<file path="src/hdl/pip_ram.sv">
module pip_ram #(
  parameter int Width = 16,
  parameter int Depth = 64
) (
  input  logic                     clk_i,
  input  logic                     we_i,
  input  logic [$clog2(Depth)-1:0] waddr_i,
  input  logic [Width-1:0]         wdata_i,
  input  logic                     re_i,
  input  logic [$clog2(Depth)-1:0] raddr_i,
  output logic [Width-1:0]         rdata_o
);

  logic [Width-1:0] mem_q [Depth];
  logic [Width-1:0] rdata_q;

  always_ff @(posedge clk_i) begin
    if (we_i) mem_q[waddr_i] <= wdata_i;
    if (re_i) rdata_q <= mem_q[raddr_i];
  end

  assign rdata_o = rdata_q;

endmodule

</file>
<file path="config.mk">
export PLATFORM = sky130hd
export DESIGN_NAME = pip_ram
export DESIGN_NICKNAME = d
export VERILOG_FILES = /design/src/hdl/pip_ram.sv
export SDC_FILE = /design/constraint.sdc
export NUM_CORES = 1
export LEC_CHECK = 0
export BUFFER_PORTS_ARGS = -buffer_cell sky130_fd_sc_hd__buf_2
export CELL_PAD_IN_SITES_DETAIL_PLACEMENT = 0
export CELL_PAD_IN_SITES_GLOBAL_PLACEMENT = 1
export CORE_MARGIN = 2
export CORE_UTILIZATION = 50
export CTS_CLUSTER_DIAMETER = 100
export DETAILED_ROUTE_END_ITERATION = 8
export PLACE_DENSITY = 0.72
export SLEW_MARGIN = 20
export SYNTH_ARGS = -nofsm -noshare
export SYNTH_HDL_FRONTEND = slang
export SYNTH_SLANG_ARGS = --single-unit
</file>
<file path="constraint.sdc">
create_clock -name clk_i -period 5.39 [get_ports clk_i]
set_input_delay 0.539 -clock clk_i [delete_from_list [all_inputs] [get_ports clk_i]]
set_output_delay 0.539 -clock clk_i [all_outputs]
set_load 0.01 [all_outputs]
</file>
# Word level (Yosys, flattened, before mapping)
# Memory sizes are Yosys's and may differ from the RTL's. A register that Yosys moved wholly into a read port is not among the register bits.
# Cells that the tools add are included.
[word_totals] output_inout_bits=16 mem_count=1 ff_bits=0 ramBits=1024 wordCells=3 input_bits=31
[classes] muxes=2
[mem_list] memory="mem_q" words=64 width=16 read_ports=1 rd_ports_with_merged_regs=1 write_ports=1 line="14" text="logic [Width-1:0] mem_q [Depth];"
[op_table] operator="$mux W1" n=2

# Longest topological paths before layout
# Gate-level depths: netlist (run 1).
[logic_depth] word_depth=2 mapped_depth=10

# Worst setup path before layout (run 1)
# OpenSTA, ideal clock, no wires.
[synth_timing] path_type="input port to flip-flop" startpoint="in waddr_i[3]" endpoint="mem mem_q[48][0], enable pin" path_slack_ns=2.816 path_stages=4 path_buffers=1 arrival_time_ns=2.165 required_ns=4.981 path_cell_list="clkbuf_1 -> nor2b_1 -> nand4b_1 -> nor3_1"
[synth_rtl] element="start, declared" line="7" text="input logic [$clog2(Depth)-1:0] waddr_i,"
[synth_rtl] element="end, declared" line="14"
# Straight into the memory's write port.

==> results of run 1 <==
cells by family (layout without fill, tap and decap cells):
group | Yosys count | count (layout)
simple gates | 220 | 220
compound gates | 129 | 129
buf+inv | 104 | 350
flops | 1040 | 1040
other cells | 0 | 3
mux | 336 | 336
final cells by class:
class | instances | area, um2
Fill cell | 5718 | 34000
Sequential cell | 1040 | 31200
Multi-Input combinational cell | 685 | 8260
Clock buffer | 130 | 2740
Tap cell | 1050 | 1310
Timing Repair Buffer | 158 | 1130
Clock inverter | 62 | 537
Antenna cell | 3 | 7.51
flip-flops by register name (all words and copies together) (netlist names):
name,count
rdata_o,16
mem_q,1024
metrics by stage:
stage	cell area, um2	std cells
after floorplan	40200	1829
after global placement	41900	2933
after detailed placement	41900	2933
after CTS	45200	3125
after global routing	45200	3125
final	45200	3128
layer usage:
metal	global-route usage (%)	share of wire (%)	vias up
met5	0	0.046	-
met4	6.61	2.2	8
met3	4.38	8.7	119
met2	37.8	49	867
met1	33.2	40	10400
li1	-	-	8044
placed cells by master (no fill, tap or decap), types with 9 or more instances in the layout:
cell	count
nand4_1	12
nand2_1	59
a221oi_1	16
clkinv_1	27
buf_4	109
edfxtp_1	1040
nor2b_1	28
nand3_1	24
mux2_2	27
buf_2	43
clkinv_2	18
a21oi_1	17
mux4_2	220
clkbuf_1	24
clkbuf_16	106
nor2_1	68
a22oi_1	39
bufinv_16	9
mux2i_1	85
worst paths after layout:
check / to / slack, ns / cells after the start
setup / recovery: rdata_o[14]$_DFFE_PP_ / 2.21 / 8
hold / removal: rdata_o[13]$_DFFE_PP_ / 0.42 / 1
setup reg to reg: rdata_o[9]$_DFFE_PP_ / 2.97 / 5
hold reg to reg: rdata_o[1]$_DFFE_PP_ / 0.97 / 4
power breakdown:
part | leakage (nW) | switching, mW | total (mW) | internal, mW
logic | 3.37 | 0.524 | 0.816 | 0.292
registers | 9.37 | 0.0287 | 9.00 | 8.97
clock network | 1.60 | 2.94 | 6.96 | 4.02
total | 14.3 | 3.49 | 16.8 | 13.3
==> out/qor.csv, run 1 <==
metric,value,unit
main combinational cell family by area after synthesis,multiplexers,
"Net Count, Synth",1860,
power per cell area,371,nW/um2
Fin Clk Skew,0.0283,ns
die area,82700,um2
Final setup viols,0,
dpl ws,1.55,ns
DRT iter0 DRCs,2428,
RR Startpoint,mem_q[23][9]$_DFFE_PP_,
# Max-Cap Violations,0,
Finished Core Util,57.1,%
"slowest stage cell, crit path",buf_8,
Post-CTS Resized,0,
Synth Area in Adders,0,%
detailed-route via count,19400,
commonest register cell after synthesis,edfxtp_1,
clock buffer count from CTS,103,
I/O pin count,47,
I/O Buffers,46,
asr flop ratio synth,0,%
Compound-Gate Fraction of Synth Area,2.40,%
vias per inst,6.21,
Yosys top cell by area,edfxtp_1,
post-layout net count,2019,
post-route ant nets,0,
Final Cycle Share,59.0,%
# H-tree levels,3,
layout cell share with drive strength beyond 1,27.0,%
DPL Wire Length,56500,um
Total Power,16.8,mW
first-pass GRT wire length,138000,um
endpoints failing hold,0,
CTS tree,built,
GRT Residual Overflow,0,
Starting Density,50.7,%
# Post-CTS Setup Buffers,0,
"CP delay by family, top",buffers and inverters,
Post-Synth Simple-Gate Area,2.64,%
Seq cells post-synth,1040,
XOR/XNOR Fraction of Synth Area,0,%
Max Slew Vio Count,0,
nature of the critical path endpoint,flop,
Hold Buf Count CTS,0,
synthesized instance count,1829,
largest cells by area after synthesis,"edfxtp_1 78%, mux4_2 12%, mux2i_1 2.1%",
Setup TNS,0,ns
first drt pass iteration count,7,
Crit path largest cell delay,0.57,ns
WP data arrival,3.58,ns
critical path peak fanout,64,
status,completed,
RSZ-0062 raised after global routing,false,
Sinks on Clock Net,1040,
register area share after synthesis,77.7,%
Worst Tran Pin Value,1.09,ns
shortest period the worst path allows,3.18,ns
Die Span Y,288,um
mean post-synth cell area,22.0,um2
Setup Crit Path Kind,input port to flop,
post-synth top area share,77.7,%
DRC,0,
largest net degree at the start of global routing,80,
WL/cell,30.3,um
Worst VDD drop,229,uV
WL final,94900,um
"count leader, synth",edfxtp_1,
Syn Std Cell Area,40200,um2
Leakage,14.3,nW
antenna violations before repair,8,
max frequency,315,MHz
Area Overhead vs Synth,12.5,%
Crit. Startpoint,raddr_i[0],
total of warnings raised by yosys,0,
maximum clock path buffer count,3,
Setup crit start kind,input port,
relative slew slack,27.2,%
Final WS setup,2.21,ns
chip width,288,um
Clock Tree Root,clkbuf_16,
post-synthesis mux area share,15.5,%
GPL Wtd Cong,0.850,
number of synthesized flops with an enable pin,1040,
commonest cells in the synthesized netlist,"1,040 x edfxtp_1, 220 x mux4_2, 85 x mux2i_1, 72 x nor2_1, 59 x nand2_1",
Placement Rows,103,
worst path cell trace,"buf_8, buf_12, buf_4, mux4_2, mux2_2, nand2_1, nand4_1, and4_1",
clock transition at the registers of the reported paths,0.06,ns
GRT Util Overall,23.5,%
worst hold margin,0.421,ns
synth unique cells,42,
vias in the first global route,19400,
hold wc startpoint,re_i,
Clock Latency Late Sink,0.66,ns
Critical path buffers and inverters,3,
Hold Path Class,input port to flop,
CORE AREA,79300,um2
"Req. time, crit path",5.80,ns
(Power assumes the default switching activity.)
==> inputs of run 2 (changes only) <==
==> constraint.sdc (replaced) <==
create_clock -name clk_i -period 3.2 [get_ports clk_i]
set_input_delay 0.32 -clock clk_i [delete_from_list [all_inputs] [get_ports clk_i]]
set_output_delay 0.32 -clock clk_i [all_outputs]
set_load 0.01 [all_outputs]
==> out/qor.csv, run 2 (synthesis gave the netlist of run 1 again) <==
metric,value,unit,change
status,completed,,
antenna violations before repair,11,,+3
endpoints failing hold,0,,unchanged
critical path peak fanout,41,,-36%
Top reg by flops,mem_q,,
Final WS setup,0.669,ns,-1.54 ns
top layer in use,met5,,
GRT Util Overall,23.5,%,+0.071 points
DRC,0,,unchanged
maximum clock path buffer count,3,,unchanged
nature of the critical path endpoint,flop,,
Setup crit start kind,input port,,
# Post-CTS Setup Buffers,0,,unchanged
Hold Path Class,input port to flop,,
met2 wire len,45100,um,-3.2%
Final Non-Filler Cells,3189,,+2.0%
worst path cell trace,"buf_8, buf_12, buf_4, mux4_2, mux2_2, a21oi_1, nor4_2",,
RSZ-0062 raised after global routing,false,,
largest net degree at the start of global routing,65,,-19%
Leakage,14.8,nW,+3.5%
Starting Density,50.7,%,unchanged
Final Cycle Share,79.1,%,
first-pass GRT wire length,138000,um,about the same
worst reg-to-reg setup slack,0.91,ns,-2.06 ns
I/O pin count,47,,unchanged
Crit path largest cell delay,0.62,ns,+0.05 ns
Max Slew Vio Count,0,,unchanged
WL/cell,29.9,um,-1.4%
clock buffer count from CTS,104,,+0.97%
first drt pass iteration count,7,,unchanged
dpl cells,2991,,+2.0%
I/O Buffers,46,,unchanged
# Max-Cap Violations,0,,unchanged
Hold Buf Count CTS,0,,unchanged
Crit. Startpoint,raddr_i[0],,
Post-CTS Resized,0,,unchanged
shortest period the worst path allows,2.53,ns,
Final setup viols,0,,unchanged
"Req. time, crit path",3.58,ns,-2.22 ns
worst hold margin,0.127,ns,-0.295 ns
Routed met3 length,9320,um,+13%
detailed-route via count,19500,,+0.38%
vias per inst,6.11,,-1.5%
RR Startpoint,mem_q[28][0]$_DFFE_PP_,,
vias in the first global route,19700,,+1.5%
Finished Cell Area,46100,um2,+1.9%
Die Span Y,288,um,unchanged
max frequency,395,MHz,
"Cell Area, Placed",42500,um2,+1.4%
Worst VDD drop,441,uV,+93%
Area Overhead vs Synth,14.7,%,
DRT iter0 DRCs,2281,,-6.1%
CTS tree,built,,
most frequent cells in the layout,"1,040 x edfxtp_1, 220 x mux4_2, 159 x buf_4",,
Setup TNS,0,ns,unchanged
clock transition at the registers of the reported paths,0.06,ns,about the same
Placement Rows,103,,unchanged
Reg2Reg Depth,5,,unchanged
Worst Tran Pin Value,1.02,ns,-0.0724 ns
WP data arrival,2.91,ns,-0.67 ns
Setup Crit Path Kind,input port to flop,,
post-layout net count,2078,,+2.9%
"slowest stage cell, crit path",a21oi_1,,
chip width,288,um,unchanged
DPL Wire Length,58600,um,+3.7%
worst setup path end,rdata_o[8]$_DFFE_PP_,,
Fin Clk Skew,0.0282,ns,-0.000134 ns
Clock Tree Root,clkbuf_16,,
CORE AREA,79300,um2,unchanged
"most common cell after layout, fill and taps aside",edfxtp_1,,
GRT Residual Overflow,0,,unchanged
Sinks on Clock Net,1040,,unchanged
# H-tree levels,3,,unchanged
die area,82700,um2,unchanged
Finished Core Util,58.2,%,+1.1 points
WL final,95400,um,+0.50%
layout cell share with drive strength beyond 1,29.7,%,+2.6 points
post-route ant nets,0,,unchanged
GPL Wtd Cong,0.867,,+2.0%
Total Power,29.2,mW,+74%
dpl ws,0.123,ns,-1.43 ns
Clock Latency Late Sink,0.67,ns,about the same
max reg flops,1024,,unchanged
power per cell area,633,nW/um2,+71%
R2R Path End,rdata_o[0]$_DFFE_PP_,,
relative slew slack,32.3,%,+5.1 points
met1 WL,38700,um,+1.6%
Layout fillers,5702,,-0.28%
## run 2: cell types whose count changed in the layout (fill, tap and decap cells not counted), sizes merged
cell / change
clkinv: -1
diode: -2
bufinv: +9
clkbuf: -8
buf: +58
inv: +2
clkinvlp: +3
## run 2: area by class of cell
| type | count | area (um2) | area share (%) |
|---|---|---|---|
| tap | 1050 | 1310 | 2.85 |
| multi-input combinational | 685 | 8250 | 17.9 |
| clock buffer | 122 | 2690 | 5.84 |
| timing repair buffer | 216 | 1740 | 3.78 |
| clock inverter | 75 | 875 | 1.90 |
| antenna | 1 | 2.50 | 0.00543 |
| sequential | 1040 | 31200 | 67.7 |
## run 2: worst max-delay path, delay by kind of cell
kind	cells	cell delay, ns
buf+inv	3	0.93
mux	2	0.84
compound gates	1	0.62
simple gates	1	0.11
## run 2: worst min-delay path by stage
stage                         start                endpoint  cells past startpoint
2_1_floorplan            wdata_i[0]   mem_q[0][0]$_DFFE_PP_                      0
3_3_place_gp   rdata_o[1]$_DFFE_PP_              rdata_o[1]                      1
3_5_place_dp   rdata_o[0]$_DFFE_PP_              rdata_o[0]                      1
4_1_cts                  wdata_i[3]  mem_q[44][3]$_DFFE_PP_                      1
5_1_grt                  wdata_i[3]  mem_q[52][3]$_DFFE_PP_                      1
6_report                 wdata_i[5]  mem_q[26][5]$_DFFE_PP_                      1
## run 2: routing by layer
metal  up-vias  global-route usage [%]
met2       887                    36.6
met4        14                    6.34
met1     10300                    33.4
li1       8156                       -
met5         -                   0.698
met3       134                    6.09
## run 2: power by group
part / total (mW) / switching (mW) / internal (mW)
logic: 1.47 / 0.914 / 0.554
registers: 15.2 / 0.0451 / 15.1
clock network: 12.6 / 5.08 / 7.49
==> inputs of run 3 (changes only) <==
--- a/config.mk
+++ b/config.mk
@@ -5,6 +5,7 @@
 export SDC_FILE = /design/constraint.sdc
 export NUM_CORES = 1
 export LEC_CHECK = 0
+export ABC_AREA = 1
 export BUFFER_PORTS_ARGS = -buffer_cell sky130_fd_sc_hd__buf_2
 export CELL_PAD_IN_SITES_DETAIL_PLACEMENT = 0
 export CELL_PAD_IN_SITES_GLOBAL_PLACEMENT = 1
@@ -12,7 +13,7 @@
 export CORE_UTILIZATION = 50
 export CTS_CLUSTER_DIAMETER = 100
 export DETAILED_ROUTE_END_ITERATION = 8
-export PLACE_DENSITY = 0.72
+export PLACE_DENSITY = 0.77
 export SLEW_MARGIN = 20
 export SYNTH_ARGS = -nofsm -noshare
 export SYNTH_HDL_FRONTEND = slang
==> constraint.sdc (replaced) <==
create_clock -name clk_i -period 2.4 [get_ports clk_i]
set_input_delay 0.24 -clock clk_i [delete_from_list [all_inputs] [get_ports clk_i]]
set_output_delay 0.24 -clock clk_i [all_outputs]
set_load 0.01 [all_outputs]
==> out/qor.csv, run 3 <==
metric,value,unit,change
status,completed,,
vias per inst,5.76,,-5.8%
mean post-synth cell area,12.0,um2,-45%
"Req. time, crit path",2.92,ns,-0.66 ns
XOR/XNOR Fraction of Synth Area,0,%,unchanged
number of synthesized flops with an enable pin,1040,,unchanged
Clock Tree Root,clkbuf_16,,
die area,86900,um2,+5.0%
synth unique cells,15,,-64%
Synth Area in Adders,0,%,unchanged
post-synth top area share,73.9,%,-3.8 points
Final Non-Filler Cells,4838,,+52%
shortest period the worst path allows,1.76,ns,
endpoints failing hold,0,,unchanged
layout cell share with drive strength beyond 1,10.1,%,-20 points
most frequent cells in the layout,"1,296 x nand2_1, 1,040 x edfxtp_1, 871 x nand3_1",,
antenna violations before repair,13,,+2
worst path cell trace,"buf_8, buf_12, buf_12, buf_4, nand2_1, nand3_1, nand3_1, nand2_1, nand2_1, nand3_1, nand3_1, nand2_1",,
CTS tree,built,,
"most common cell after layout, fill and taps aside",nand2_1,,
commonest register cell after synthesis,edfxtp_1,,
Compound-Gate Fraction of Synth Area,0,%,-2.4 points
first drt pass iteration count,6,,-1
power per cell area,811,nW/um2,+28%
Die Span Y,295,um,+2.5%
vias in the first global route,26900,,+36%
Hold Path Class,input port to flop,,
chip width,295,um,+2.5%
critical path peak fanout,32,,-22%
Worst Tran Pin Value,0.971,ns,-0.0445 ns
Post-Synth Simple-Gate Area,22.6,%,+20 points
"slowest stage cell, crit path",buf_4,,
DRC,0,,unchanged
Crit path largest cell delay,0.27,ns,-0.35 ns
I/O pin count,47,,unchanged
post-layout net count,3649,,+76%
GRT Util Overall,26.9,%,+3.4 points
Post-CTS Resized,0,,unchanged
total of warnings raised by yosys,0,,unchanged
Hold Path Sink,mem_q[14][6]$_DFFE_PP_,,
clock transition at the registers of the reported paths,0.06,ns,about the same
Area Overhead vs Synth,13.1,%,
WP data arrival,2.28,ns,-0.63 ns
largest cells by area after synthesis,"edfxtp_1 74%, nand2_1 12%, nand3_1 10%",,
max frequency,567,MHz,
WL final,116000,um,+21%
commonest cells in the synthesized netlist,"1,296 x nand2_1, 1,040 x edfxtp_1, 871 x nand3_1, 113 x buf_2, 56 x nor2_1",,
CORE AREA,83700,um2,+5.6%
relative slew slack,35.2,%,+2.9 points
Placement Rows,106,,+2.9%
RSZ-0062 raised after global routing,false,,
"count leader, synth",nand2_1,,
# H-tree levels,3,,unchanged
I/O Buffers,46,,unchanged
R2R Path End,rdata_o[10]$_DFFE_PP_,,
Sinks on Clock Net,1040,,unchanged
Fin Clk Skew,0.0174,ns,-0.0108 ns
Clock Latency Late Sink,0.66,ns,about the same
max reg flops,1024,,unchanged
Setup Crit Path Kind,input port to flop,,
Reg2Reg Depth,8,,+3
# Post-CTS Setup Buffers,0,,unchanged
# Max-Cap Violations,0,,unchanged
Top reg by flops,mem_q,,
Final Cycle Share,73.5,%,
dpl cells,4645,,+55%
Hold Buf Count CTS,0,,unchanged
hold wc startpoint,wdata_i[6],,
Finished Core Util,57.1,%,-1.1 points
Yosys top cell by area,edfxtp_1,,
Starting Density,50.5,%,-0.23 points
DRT iter0 DRCs,3077,,+35%
main combinational cell family by area after synthesis,simple AND/OR/NAND/NOR gates,,
synthesized instance count,3517,,+92%
RR Startpoint,mem_q[23][10]$_DFFE_PP_,,
Critical path buffers and inverters,4,,+1
asr flop ratio synth,0,%,unchanged
Final setup viols,0,,unchanged
Seq cells post-synth,1040,,unchanged
Layout fillers,6783,,+19%
first-pass GRT wire length,172000,um,+24%
GPL Wtd Cong,0.852,,-1.6%
GRT Residual Overflow,0,,unchanged
DPL Wire Length,67300,um,+15%
Leakage,17.3,nW,+17%
clock buffer count from CTS,105,,+0.96%
nature of the critical path endpoint,flop,,
post-synthesis mux area share,0,%,-15 points
Worst VDD drop,638,uV,+45%
detailed-route via count,27900,,+43%
"CP delay by family, top",simple AND/OR/NAND/NOR gates,,
post-route ant nets,0,,unchanged
WL/cell,23.9,um,-20%
Hold Path Cell Cnt,1,,unchanged
Max Slew Vio Count,0,,unchanged
maximum clock path buffer count,3,,unchanged
"Net Count, Synth",3548,,+91%
worst reg-to-reg setup slack,0.68,ns,-0.23 ns
Syn Std Cell Area,42300,um2,+5.1%
Setup crit start kind,input port,,
largest net degree at the start of global routing,82,,+26%
register area share after synthesis,73.9,%,-3.8 points
==> run 3: worst max-delay path by stage <==
| stage | start | endpoint | depth (start not counted) | slack [ns] |
|---|---|---|---|---|
| 2_1_floorplan | we_i | mem_q[48][0]$_DFFE_PP_ | 3 | -0.39 |
| 3_3_place_gp | raddr_i[0] | rdata_o[0]$_DFFE_PP_ | 12 | 0.02 |
| 3_5_place_dp | raddr_i[0] | rdata_o[0]$_DFFE_PP_ | 12 | -0.006 |
| 4_1_cts | raddr_i[0] | rdata_o[0]$_DFFE_PP_ | 12 | 0.69 |
| 5_1_grt | mem_q[19][1]$_DFFE_PP_ | rdata_o[1]$_DFFE_PP_ | 8 | 0.52 |
| 6_report | raddr_i[0] | rdata_o[0]$_DFFE_PP_ | 12 | 0.64 |
==> run 3: kinds of logic after synthesis <==
family	Yosys count
buf+inv	237
flops	1040
simple gates	2240
==> run 3: power breakdown <==
group / total (mW) / internal, mW / switching [mW]
Clock: 16.1 / 9.40 / 6.66
Sequential: 20.2 / 20.1 / 0.0545
Combinational: 2.51 / 0.674 / 1.84
==> run 3: per-stage QoR <==
stage	total power [mW]	cell area (um2)	hold WS (ns)	setup WS (ns)	setup TNS (ns)
6_report	38.8	47800	0.0369	0.636	0
3_3_place_gp	23.0	44400	0.691	0.0162	0
3_5_place_dp	23.1	44400	0.677	-0.00561	-0.00561
5_1_grt	39.9	47800	0.0428	0.519	0
4_1_cts	38.9	47800	0.00321	0.694	0
2_1_floorplan	21.9	42300	0.339	-0.394	-50.44
==> run 3: layout make-up <==
type,count,area [um2],share of cell area (%)
Tap cell,1134,1420,2.97
Clock inverter,61,558,1.17
Clock buffer,128,2800,5.86
Sequential cell,1040,31200,65.4
Inverter,12,71.3,0.149
Timing Repair Buffer,219,2100,4.40
Antenna cell,4,10.0,0.0209
Multi-Input combinational cell,2240,9590,20.1
==> run 3: routing by layer <==
layer	GRT usage, %	wire, um
met1	38.1	48000
met2	42.5	53900
met3	5.39	10300
met4	7.88	3160
met5	0	52
